--- src/sv/ppf_pkg.sv ---
// shared types and constants for the pair potential and force core
package ppf_pkg;

  localparam int PAIR_W  = 60;
  localparam int FIELD_W = 20;
  localparam int DIST_W  = 24;
  localparam int OUT_W   = 48;
  localparam int CFG_W   = 60;
  localparam int IDX_W   = 3;

  localparam logic [IDX_W-1:0] REG_PAIR_AA   = 3'd0;
  localparam logic [IDX_W-1:0] REG_PAIR_BB   = 3'd1;
  localparam logic [IDX_W-1:0] REG_PAIR_CC   = 3'd2;
  localparam logic [IDX_W-1:0] REG_PAIR_AB   = 3'd3;
  localparam logic [IDX_W-1:0] REG_PAIR_BC   = 3'd4;
  localparam logic [IDX_W-1:0] REG_PAIR_CA   = 3'd5;
  localparam logic [IDX_W-1:0] REG_SCALE     = 3'd6;
  localparam logic [IDX_W-1:0] REG_EXPONENTS = 3'd7;

  localparam logic [1:0] SPECIES_A = 2'd1;
  localparam logic [1:0] SPECIES_B = 2'd2;
  localparam logic [1:0] SPECIES_C = 2'd3;

  localparam logic [FIELD_W-1:0] SCALE_RESET = 20'd4096;
  localparam logic [9:0]         EXPO_RESET  = 10'd390;

  localparam logic signed [OUT_W-1:0] LIM47     = 48'sh7FFF_FFFF_FFFF;
  localparam logic signed [OUT_W-1:0] NEG_LIM47 = 48'sh8000_0000_0001;
  localparam logic [62:0] POW_CAP  = '1;
  localparam logic [56:0] TERM_CAP = '1;

  typedef struct packed {
    logic signed [OUT_W-1:0] energy;
    logic signed [OUT_W-1:0] slope;
    logic                    sat;
  } res_t;

endpackage

--- src/sv/ppf_skid.sv ---
// output register with skid entry
module ppf_skid (
  input  logic          clk,
  input  logic          rst_n,
  input  logic          up_valid,
  output logic          up_ready,
  input  ppf_pkg::res_t up_data,
  output logic          dn_valid,
  input  logic          dn_ready,
  output ppf_pkg::res_t dn_data
);
  import ppf_pkg::*;

  logic out_v_r, skid_v_r;
  res_t out_d_r, skid_d_r;
  logic up_take, out_free;

  assign up_ready = !skid_v_r;
  assign up_take  = up_valid && !skid_v_r;
  assign out_free = !out_v_r || dn_ready;

  always_ff @(posedge clk) begin
    if (!rst_n) begin
      out_v_r  <= 1'b0;
      skid_v_r <= 1'b0;
    end else if (out_free) begin
      if (skid_v_r) begin
        out_v_r  <= 1'b1;
        skid_v_r <= 1'b0;
      end else begin
        out_v_r <= up_take;
      end
    end else if (up_take) begin
      skid_v_r <= 1'b1;
    end
  end

  always_ff @(posedge clk) begin
    if (out_free) begin
      out_d_r <= skid_v_r ? skid_d_r : up_data;
    end else if (up_take) begin
      skid_d_r <= up_data;
    end
  end

  assign dn_valid = out_v_r;
  assign dn_data  = out_d_r;

endmodule

--- config.mk ---
export PLATFORM = sky130hd
export DESIGN_NAME = ppf_skid
export DESIGN_NICKNAME = d
export VERILOG_FILES = /design/src/sv/ppf_pkg.sv /design/src/sv/ppf_skid.sv
export SDC_FILE = /design/constraint.sdc
export NUM_CORES = 1
export LEC_CHECK = 0
export BUFFER_PORTS_ARGS = -buffer_cell sky130_fd_sc_hd__buf_2
export CORE_UTILIZATION = 47
export CTS_BUF_LIST = sky130_fd_sc_hd__clkbuf_16
export DETAILED_ROUTE_END_ITERATION = 10
export GPL_ROUTABILITY_DRIVEN = 0
export PLACE_DENSITY = 0.74
export SLEW_MARGIN = 20
export SYNTH_ARGS = -nofsm -noshare
export SYNTH_HDL_FRONTEND = slang
export SYNTH_SLANG_ARGS = --single-unit
--- constraint.sdc ---
create_clock -name clk -period 9.81 [get_ports clk]
set_input_delay 0.4905 -clock clk [delete_from_list [all_inputs] [get_ports clk]]
set_output_delay 0.4905 -clock clk [all_outputs]
set_load 0.1 [all_outputs]
Word-level counts from Yosys, hierarchy flattened:

Cells that the tools add are included.

* register bits after elaboration: 196
* bits of input ports: 101
* output and inout bits: 99
* logic and storage cells: 18

* muxes and demuxes: 2
* bitwise operators: 2
* reduce and logical (&&, ||, !) cells: 6

Operators with widths (count)
* 97-bit 2-to-1 mux: 1
* 1-bit logical NOT: 2
* 1-bit inverter: 2
* 2-bit AND reduction: 1
* 2-bit OR reduction: 1
* 1-bit logical AND: 1
* 1-bit logical OR: 1
* 1-bit 2-to-1 mux: 1

Depth between registers and ports, before layout:

Gate-level depths: netlist of the first run.

* depth after elaboration: 4
* gate-level depth with buffers: 4
* mapped depth without buffers: 2

Worst setup path after synthesis of the first run:

No wires, ideal clock.

* kind: reg-to-reg
* start: reg out_v_r (netlist: dn_valid)
* end: reg skid_d_r[0] (netlist bit), enable pin
* library setup time: 0.691 ns
* arrival time: 10.834 ns
* required time: 9.119 ns
* setup slack: -1.715 ns
* stages on the path, launching flop included: 3
* path buffers: 0
* clock period less this slack: 11.525 ns
* cells stage by stage: dfxtp_1 nand2b_1 nor3b_1

* longest elaborated chain between the ends: 4

Ends and longest elaborated chain
* start, declared: line ppf_skid.sv:14 `logic out_v_r, skid_v_r;`
* start signal, assigned: line ppf_skid.sv:31 `out_v_r <= up_take;`
* 1-bit logical NOT: line ppf_skid.sv:20 `assign out_free = !out_v_r || dn_ready;`
* 1-bit logical OR: line ppf_skid.sv:20
* net out_free: line ppf_skid.sv:16 `logic up_take, out_free;`
* 1-bit inverter (no line)
* 2-bit AND reduction (no line)
* end signal, assigned: line ppf_skid.sv:42 `skid_d_r <= up_data;`
* end, declared: line ppf_skid.sv:15 `res_t out_d_r, skid_d_r;`

The timed path passes the listed nets, and every way through them passes these cells.
A chain may end at the register's enable or synchronous reset.

Worst setup path after layout of the first run:

* start: reg skid_v_r
* end: out up_ready

* longest elaborated chain between the ends: 1

Ends and longest elaborated chain
* start, declared: line ppf_skid.sv:14
* start signal, assigned: line ppf_skid.sv:25 `skid_v_r <= 1'b0;`
* start signal, assigned: line ppf_skid.sv:29 `skid_v_r <= 1'b0;`
* start signal, assigned: line ppf_skid.sv:34 `skid_v_r <= 1'b1;`
* 1-bit logical NOT: line ppf_skid.sv:18 `assign up_ready = !skid_v_r;`
* end, declared: line ppf_skid.sv:6 `output logic up_ready,`

Every way passes these cells.

==> results.md, run 1 <==
- The run finished, with violations left.
- The checks that failed: design-rule violations.
- Summing all non-filler instances in the final layout gives an area of 0.00888 mm2.
- Dividing the detail-routed wire length by the instance count gives 17.2 um.
- The delay of the slowest critical-path stage is 0.71 ns.
- After technology mapping, the gate count stands at 310.
- The post-layout minimum cycle time is 2.78 ns.
- The total congestion overflow after global routing is 0.
- The final critical-path share of the clock period is 28.3%.
- The total count of max-transition violations in the final report came to 0.
- Once the floorplan was initialized, standard cells occupied 48.6% of the core.
- The clock arrives with 0.0115 ns of skew.
- Of all nets on the critical path, the largest fanout is 59.
- Summing every instance area after synthesis gives 0.00714 mm2.
- Summed over all instances, the cell type with the most area after synthesis is sky130_fd_sc_hd__edfxtp_1.
- The number of cells upsized or downsized after cts is 0.
- The total global routing track utilization is 16.4%.
- Summed over all failing endpoints, the final setup total negative slack is 0 ns.
- The clock edge transition at the registers on the reported setup and hold paths is 0.07 ns.
- STA classifies the critical path startpoint as a flip-flop.
- From synthesis to final layout, the design area changed by 24.3%.
- The number of synthesis warnings is 0.
- The peak ir drop on the vdd network is 0.000133 V.
- The largest individual stage delay along the critical path comes from the cell sky130_fd_sc_hd__buf_4.
- The routed via count is 3568.
- By area the synthesized netlist is led by sky130_fd_sc_hd__edfxtp_1, sky130_fd_sc_hd__mux2_2, sky130_fd_sc_hd__clkbuf_8, sky130_fd_sc_hd__dfxtp_1, sky130_fd_sc_hd__nor3b_1.
- The worst hold path belongs to the class in -> reg.
- In this run the horizontal extent of the chip is 125 um.
- 200 I/O pins were placed.
- The hold violation total from the final report came to 0.
- TritonCTS built the clock tree.
- The final layout contains routed wiring with a total length of 12.3 mm.
- The leakage dissipation is 0.00336 uW.
- The hold buffer count at cts is 0.
- The flip-flop and latch count after synthesis is 196.
- Cells fill 60.4% of the core in the end.
- The final net count is 622.
- Together, buffers and inverters on the worst path number 3.
- The pin count of the biggest net entering global routing is 60.
- In this run, synthesis inferred 194 flip-flops with an integrated enable.
- The net count after synthesis is 411.
- The synthesized area divided by synthesized cell count is 23.0 um2.
- Setup repair after global routing left no endpoint under its margin.
- The count of max-cap constraint violations is 0.
- After detailed routing, the number of vias per cell comes to 4.98.
- In this run the deepest clock path goes through 2 buffers.
- Yosys mapped the design onto 10 distinct sky130hd cell types.
- The number of failing setup endpoints in the final timing report is 0.
- The DRC violation total after the first TritonRoute iteration is 346.
- Measured against its own limit, the worst slew margin works out to 48.1%.
- The antenna diode count is 0.
- The post-route netlist has 62.3% of its cells at a drive strength greater than 1.
- Of all flip-flops after synthesis, the portion carrying an async set or reset was 0%.
- The dominant synthesized flop cell is sky130_fd_sc_hd__edfxtp_1.
- After detailed placement, the total cell area comes to 0.00827 mm2.
- After detailed routing, the number of remaining DRC violations is 15.
- The transition time of the tightest slew-check pin is 0.778 ns.
- By count the netlist is led by sky130_fd_sc_hd__edfxtp_1, sky130_fd_sc_hd__mux2_2, sky130_fd_sc_hd__clkbuf_8.
- The tightest hold path in the finished design has a slack of 0.249 ns.
- The worst setup path is of the reg -> out kind.
- The dominant cell by count in the synthesized netlist is sky130_fd_sc_hd__edfxtp_1.
- The type of destination of the critical path is an output port.
- The number of CTS-inserted buffers is 17.
- The number of core rows is 44.
- Input and output buffers added on the ports amount to 199.
- Summed over its instances, the top area cell type makes up 81.6% of the synthesized netlist area.
- The initial antenna violation count was 0.
- The count of clock tree sinks is 196.
- The critical path goes through buf_4 > inv_1 > buf_2.
- STA puts the critical path data arrival time at 2.29 ns.
- The final HPWL from detailed placement is 7.96 mm.
- The setup fix buffers added after clock tree synthesis is 0.
- The library cell used as clock root buffer is sky130_fd_sc_hd__clkbuf_16.
- The die height is 125 um.
- For the worst setup path, the data required time is 9.32 ns.
- The power density of the placed cells is 229 mW/mm2.
- The via count of the first global-routing pass is 3576.
- The first-pass iteration count of the detailed router is 7.
- The first global-routing pass estimated 19.2 mm of wire.
- The highest achievable clock rate is 360 MHz.
- The total die area is 0.0157 mm2.
- The H-tree level count is 4.
- The proportion of synthesized chip area in sequential cells is 82.1%.
- The core region is 0.0147 mm2.
- The cell family contributing the most delay on the critical path is buffers and inverters.
- In this run the remaining antenna-violating nets after routing total 0.
- For the worst-skew pair, the clock arrives at the later sink with an insertion delay of 0.43 ns.
- Overall power consumption after layout is estimated at 2030 uW.
[placed cells by master, fill, tap and decap left out, types with 2 or more instances in the layout]
cell type / n
sky130_fd_sc_hd__buf_2: 199
sky130_fd_sc_hd__buf_4: 4
sky130_fd_sc_hd__bufinv_16: 4
sky130_fd_sc_hd__clkbuf_16: 17
sky130_fd_sc_hd__clkinv_2: 2
sky130_fd_sc_hd__clkinv_4: 2
sky130_fd_sc_hd__clkinvlp_4: 3
sky130_fd_sc_hd__edfxtp_1: 194
sky130_fd_sc_hd__inv_1: 2
sky130_fd_sc_hd__mux2_2: 97
[where the power goes]
group	switching [uW]	internal [uW]
Sequential	11.7	968
Combinational	274	55.0
Clock	297	424
Total	582	1450
[layout make-up]
type                       count  area, um2
clock buffer                  17        425
clock inverter                14        186
fill                        1076       5820
inverter                       1       3.75
multi-input combinational    102       1140
sequential                   196       5870
tap                          184        230
timing repair buffer         203       1030
[cells by family after synthesis]
logic type	after synthesis	synth area share, %
DFF	196	82.1
AOI/OAI and AO/OA	1	0.105
buffers and inverters	12	2.14
muxes	97	15.3
and+or+nand+nor	4	0.350
[worst paths after layout]
check               start  slack, ns  depth (start not counted)            to
max              skid_v_r       7.03                          3      up_ready
min           up_data[61]       0.25                          1  skid_d_r[61]
max reg2reg      dn_valid       7.18                          4  skid_d_r[93]
min reg2reg  skid_d_r[33]       0.55                          1   dn_data[33]
[flip-flops by register name, summed over array words and instances (netlist names)]
name	flops
dn_valid	1
skid_d_r	97
skid_v_r	1
dn_data	97
[layer usage]
layer / part of all wire (%) / track usage, % / wire, um / up-vias
met4: 2.2 / 7.17 / 269 / 0
met2: 47 / 24.9 / 5770 / 135
met5: 0 / 0 / 0 / -
li1: - / - / - / 1662
met3: 6.9 / 5.43 / 851 / 23
met1: 44 / 21.6 / 5420 / 1748
[stage by stage]
| stage | std cells | worst slack [ns] |
|---|---|---|
| 2_1_floorplan | 310 | 0.0107 |
| 3_3_place_gp | 686 | 6.86 |
| 3_5_place_dp | 686 | 6.84 |
| 4_1_cts | 717 | 6.99 |
| 5_1_grt | 717 | 6.84 |
| 6_report | 717 | 7.03 |
Power figures use the tool's default switching activity.
==> run 2: changes to the inputs <==
--- a/config.mk
+++ b/config.mk
@@ -6,11 +6,11 @@
 export NUM_CORES = 1
 export LEC_CHECK = 0
 export BUFFER_PORTS_ARGS = -buffer_cell sky130_fd_sc_hd__buf_2
-export CORE_UTILIZATION = 47
+export CORE_UTILIZATION = 52
 export CTS_BUF_LIST = sky130_fd_sc_hd__clkbuf_16
 export DETAILED_ROUTE_END_ITERATION = 10
 export GPL_ROUTABILITY_DRIVEN = 0
-export PLACE_DENSITY = 0.74
+export PLACE_DENSITY = 0.78
 export SLEW_MARGIN = 20
 export SYNTH_ARGS = -nofsm -noshare
 export SYNTH_HDL_FRONTEND = slang
==> constraint.sdc (replaced) <==
create_clock -name clk -period 2.9 [get_ports clk]
set_input_delay 0.145 -clock clk [delete_from_list [all_inputs] [get_ports clk]]
set_output_delay 0.145 -clock clk [all_outputs]
set_load 0.1 [all_outputs]
==> results.md, run 2 (synthesis gave the netlist of run 1 again) <==
- The number of core rows is 42.
- Once the floorplan was initialized, standard cells occupied 53.7% of the core.
- The DRC violation total after the first TritonRoute iteration is 286.
- The net count of the finished layout is 720.
- In the routed layout, each cell is associated on average with a via count of 4.98.
- At the pin with the least slew margin, the transition time is 0.991 ns.
- The peak ir drop on the vdd network is 0.000482 V.
- Setup repair after global routing left no endpoint under its margin.
- The global-route wire length before repair is 22.1 mm.
- The flow ran to the end, and the final reports show no timing, DRC or antenna violations.
- Setup violations remaining at the end of the flow were counted as 0.
- The number of nets with antenna violations after detailed routing is 0.
- In this run the power density over the cells is 701 mW/mm2.
- Clock-pin slew was measured on the worst setup and hold paths at 0.06 ns.
- Counting buffers and inverters, the worst setup path is 3 cells deep.
- The die covers 0.0142 mm2.
- The worst slack at placement is 0.856 ns.
- The total global routing track utilization is 21.1%.
- The maximum fanout count along the critical path is 72.
- The timing startpoint of the critical path is skid_v_r.
- The capturing element of the worst setup path is up_ready.
- The delay of the slowest critical-path stage is 1.00 ns.
- The leakage dissipation is 0.00379 uW.
- Entering global routing, the biggest net connects 100 pins.
- The library cell used as clock root buffer is sky130_fd_sc_hd__clkbuf_16.
- The count of cells along the worst register-to-register path is 2.
- The setup check on the worst reg-to-reg path leaves a slack of 0.83 ns.
- The number of CTS-inserted buffers is 17.
- The endpoint identified for the worst register-to-register timing path is dn_data[3].
- The share of total power in combinational logic is 17.7%.
- The clock group share of total power is 34.3%.
- The largest delay contributor family on the critical path is flip-flops.
- After detailed routing, the average wire length per cell comes to 17.8 um.
- The total congestion overflow after global routing is 0.
- Of the total power, registers draw 48.0%.
- Cells with a size suffix above 1 make up 52.3% of the layout.
- The kind of start point of the critical path is a flip-flop.
- At the worst endpoint, the arrival time is 2.18 ns.
- The TritonCTS clock tree is done.
- The maximum buffer depth of the clock tree is 2.
- Timing would allow up to 431 MHz.
- The antenna diode count is 0.
- The worst hold path begins at up_valid.
- The pre-antenna-repair detailed-routing pass consisted of 5 iterations.
- The post-route worst setup slack is 0.580 ns.
- The relative area change from synthesis to final layout is 38.2%.
- The worst path in the final design needs a cycle of 2.32 ns, including I/O delays and setup.
- The launch instance of the worst register-to-register path is skid_v_r.
- Across the run, the number of max-cap violations was 0.
- The core footprint is 0.0133 mm2.
- Counting both buffers and inverters, the worst setup path holds a total of 3.
- The initial antenna violation count is 1.
- The leading cell type in the layout, fill and taps excluded is sky130_fd_sc_hd__buf_2.
- Traced cell by cell, the critical path runs through buf_4 > inv_1 > buf_2.
- The count of clock tree sinks is 196.
- The post-route DRC violation count is 0.
- The switching share of power is 28.2%.
- For this design, the slowest cell found on the critical path is sky130_fd_sc_hd__dfxtp_4.
- The worst hold-check path type is in -> reg.
- The die is 119 um wide.
- By startpoint and endpoint, the worst setup path is classified as reg -> out.
- The required time at the worst-slack endpoint is 2.76 ns.
- After clock tree synthesis, the flow added hold-fix buffers numbering 98.
- The worst path uses 80.0% of the clock period.
- The via count of the first global-routing pass came to 4311.
- The port buffer count is 199.
- Headroom to the max-slew limit came out at 33.9%.
- The total count of max-transition violations in the final report is 0.
- Leaving out fill and tap cells, the most frequent cells in the layout are sky130_fd_sc_hd__buf_2, sky130_fd_sc_hd__edfxtp_1, sky130_fd_sc_hd__dlygate4sd3_1.
- The later pin in the worst-skew pair is clocked with a latency of 0.43 ns.
- The design internal power is 4970 uW.
- The switching component of the power is 1950 uW.
- The hold violation total from the final report was 0.
- The tightest hold path in the finished design has a slack of 0.0426 ns.
- Once the clock tree was built, the setup fixing pass inserted 0 buffers.
- After legalization and detailed placement, the total HPWL measured 7.93 mm.
- The clock arrives with 0.00867 ns of skew.
- For this block, the routed nets add up to 14.3 mm of wire.
- The total I/O pin count is 200.
- For this block, the via count after detailed routing is 4021.
- The H-tree generated during clock tree synthesis spans 4 levels.
- The number of gates resized after CTS was 0.
- The type of destination of the critical path is an output port.
- In this run the vertical extent of the chip is 119 um.
[run 2: changes by cell type in the layout (fill, tap and decap cells not counted), moves of 2 or more]
| cell | previous run | this run |
|---|---|---|
| sky130_fd_sc_hd__dlygate4sd3_1 | 0 | 98 |
| sky130_fd_sc_hd__inv_1 | 2 | 5 |
| sky130_fd_sc_hd__buf_4 | 4 | 2 |
| sky130_fd_sc_hd__buf_12 | 0 | 2 |
[run 2: per-layer routing]
metal | wire length, um | vias up | GRT usage (%)
met3 | 1040 | 35 | 7.04
met5 | 13 | - | 0
li1 | - | 1854 | -
met2 | 7080 | 165 | 34.8
met1 | 5770 | 1965 | 24.8
met4 | 439 | 2 | 10.6
[run 2: how the worst min path moves through the flow]
stage                    to  cells past startpoint
2_1_floorplan   skid_d_r[0]                      0
3_3_place_gp   skid_d_r[46]                      1
3_5_place_dp   skid_d_r[23]                      1
4_1_cts            skid_v_r                      3
5_1_grt            skid_v_r                      3
6_report           dn_valid                      3
[run 2: layout make-up]
class | count | area, um2
sequential | 196 | 5870
clock buffer | 17 | 425
fill | 762 | 3420
inverter | 1 | 3.75
multi-input combinational | 102 | 1140
timing repair buffer | 301 | 2030
tap | 176 | 220
clock inverter | 14 | 173
[run 2: power by group through the flow]
stage	combinational [uW]	sequential [uW]	clock, uW
floorplan	129	4160	0
global placement	1100	3370	0
detailed placement	1120	3380	0
CTS	1220	3320	2400
global route	1260	3330	2520
finish	1230	3320	2380
[run 2: per-stage QoR]
step	area [um2]	utilization (%)	total power [uW]	instances	setup TNS, ns
2_1_floorplan	7170	-	4290	310	-130.95
3_3_place_gp	8290	62.4	4480	678	0
3_5_place_dp	8290	62.4	4500	678	0
4_1_cts	9870	74.2	6940	807	0
5_1_grt	9870	74.2	7110	807	0
6_report	9870	74.2	6920	807	0
[run 2: worst min-delay path, stage by stage]
cell                       delay, ns
sky130_fd_sc_hd__buf_2          0.09
sky130_fd_sc_hd__nor2_1         0.04
sky130_fd_sc_hd__a21boi_0       0.14
==> run 3: changes to the inputs <==
==> constraint.sdc (replaced) <==
create_clock -name clk -period 2.3 [get_ports clk]
set_input_delay 0.115 -clock clk [delete_from_list [all_inputs] [get_ports clk]]
set_output_delay 0.115 -clock clk [all_outputs]
set_load 0.1 [all_outputs]
==> results.md, run 3 (synthesis gave the netlist of run 1 again) <==
- The run finished with clean final reports.
- The global-route wire length before repair is 22.1 mm.
- The endpoint identified for the worst register-to-register timing path is dn_data[27].
- Setup repair after global routing left no endpoint under its margin.
- Across all register-to-register paths, the minimum setup slack is 0.45 ns.
- The library cell used as clock root buffer is sky130_fd_sc_hd__clkbuf_16.
- Fill cells in the final layout number 760.
- The signal on the critical path passes through buf_12 > inv_1 > buf_2.
- The port buffer count is 199.
- The setup fix buffers added after clock tree synthesis is 0.
- The analysis attributes to cell leakage a power of 0.00376 uW.
- The total I/O pin count is 200.
- The setup path with the least slack is of type reg -> out.
- The insertion delay of the later-clocked pin in the worst-skew pair is 0.42 ns.
- The post-place instance area is 0.00831 mm2.
- The cell with the biggest individual delay on the critical path is sky130_fd_sc_hd__dfxtp_4.
- For this configuration, the core starts out at a cell density of 53.7%.
- The detail-routed via count per cell is 4.93.
- In this run the tightest slew margin relative to its limit is 54.6%.
- The number of core rows is 42.
- The die is 119 um wide.
- The final clock skew is 0.00668 ns.
- The worst path needs 2.00 ns of the cycle, external delays included.
- For this run, the top clock speed supported by timing is 500 MHz.
- The power density of the placed cells is 857 mW/mm2.
- The maximum buffer depth of the clock tree is 2.
- The relative area change from synthesis to final layout is 37.9%.
- The post-detailed-routing wire length is 14.4 mm.
- Measured along the y axis, the die boundary spans 119 um.
- The hold violation total from the final report is 0.
- The tree built by TritonCTS fans out to 196 sinks.
- The DRC violation total after the first TritonRoute iteration is 236.
- Of the cells placed in the final design, the portion with a size suffix greater than 1 is 52.7%.
- The routed via count is 3995.
- Once detail routing completed, the nets flagged for antenna violations numbered 0.
- The antenna diode count is 0.
- The H-tree generated during clock tree synthesis spans 4 levels.
- For this run, the total global-route usage over all layers was measured as 21.0%.
- Setup violations remaining at the end of the flow were counted as 0.
- The worst hold path begins at dn_ready.
- The type of destination of the critical path is an output port.
- The total count of max-transition violations in the final report is 0.
- The count of max-cap constraint violations is 0.
- The worst setup path is launched from a flip-flop.
- The hold-critical path depth is 4.
- In this run the worst hold path is classified as in -> reg.
- The final critical-path share of the clock period is 86.9%.
- The count of cells along the worst register-to-register path is 2.
- The core region is 0.0133 mm2.
- The total power after layout is 8440 uW.
- The routed length per instance is 17.8 um.
- Entering global routing, the biggest net connects 100 pins.
- The delay of the slowest critical-path stage is 0.79 ns.
- IR analysis of the VDD net gives a maximum drop of 0.000596 V.
- In this run the critical register-to-register path is launched from skid_v_r.
- The via count of the first global-routing pass is 4263.
- The initial antenna violation count is 0.
- The library cell used most frequently in the layout, excluding fill and tap cells, is sky130_fd_sc_hd__buf_2.
- The maximum fanout count along the critical path is 48.
- TritonCTS built the clock tree.
- The net count of the finished layout is 722.
- The total congestion overflow after global routing is 0.
- The die covers 0.0142 mm2.
- In the layout the commonest cells are sky130_fd_sc_hd__buf_2, sky130_fd_sc_hd__edfxtp_1, sky130_fd_sc_hd__dlygate4sd3_1.
- The clock edge transition at the registers on the reported setup and hold paths is 0.07 ns.
- The required time at the worst-slack endpoint is 2.18 ns.
- The final instance area is 0.00985 mm2.
- For the pin with the worst max-slew slack, the measured transition is 0.681 ns.
- Detailed placement ended at an HPWL of 8.13 mm.
- For hold timing, the worst endpoint is skid_d_r[79].
- Data arrives at the worst endpoint at 1.88 ns.
- The post-route DRC violation count is 0.
- The first-pass iteration count of the detailed router is 4.
- In this run, CTS created clock tree buffers numbering 17.
==> run 3: changes by cell type in the layout (fill, tap and decap cells not counted) <==
cell,change
sky130_fd_sc_hd__inv_1,-2
sky130_fd_sc_hd__clkinv_4,+2
sky130_fd_sc_hd__dlygate4sd3_1,+1
sky130_fd_sc_hd__clkinvlp_4,+3
sky130_fd_sc_hd__clkinv_2,+1
sky130_fd_sc_hd__bufinv_16,-3
sky130_fd_sc_hd__buf_12,+1
==> run 3: critical path, delay by kind of cell (launching register included) <==
family | cells | cell delay, ns
flops | 1 | 0.79
buf+inv | 3 | 0.66
==> run 3: repair_timing <==
action	in CTS	in global routing
hold buffers	99	0
hold endpoints to repair	111	0
setup endpoints to repair	0	0
resized for setup	0	0
==> run 3: how the worst max path moves through the flow <==
stage	cells past startpoint	end	start
6_report	3	up_ready	skid_v_r
5_1_grt	3	up_ready	skid_v_r
4_1_cts	3	up_ready	skid_v_r
3_5_place_dp	2	dn_data[70]	skid_v_r
3_3_place_gp	2	dn_data[28]	skid_v_r
2_1_floorplan	2	skid_d_r[0]	dn_valid
==> run 3: layout make-up <==
class | instances | area [um2] | area share [%]
tap | 176 | 220 | 2.24
multi-input combinational | 102 | 1140 | 11.6
clock buffer | 17 | 425 | 4.32
sequential | 196 | 5870 | 59.6
timing repair buffer | 303 | 2060 | 20.9
clock inverter | 15 | 120 | 1.22
inverter | 1 | 3.75 | 0.0381
==> run 3: per-layer routing <==
layer  vias up  track usage, %  wire length [um]
met4         0            7.28               150
met2       140            36.3              7640
met3        14            7.61              1020
li1       1868               -                 -
met1      1973            24.2              5600
met5         -               0                 0
==> run 3: through the flow <==
stage / worst slack, ns / TNS, ns / hold WS (ns) / instances / utilization [%]
after floorplan: -1.95 / -189.15 / 0.214 / 310 / -
after global placement: 0.472 / 0 / 0.303 / 679 / 62.5
after detailed placement: 0.450 / 0 / 0.308 / 679 / 62.5
after CTS: 0.284 / 0 / 0.373 / 810 / 74.1
after global routing: 0.194 / 0 / 0.378 / 810 / 74.1
final: 0.301 / 0 / 0.370 / 810 / 74.1
==> run 3: where the power goes <==
| group | switching (uW) | internal (uW) |
|---|---|---|
| combinational | 1200 | 350 |
| sequential | 55.8 | 4130 |
| clock | 1230 | 1480 |
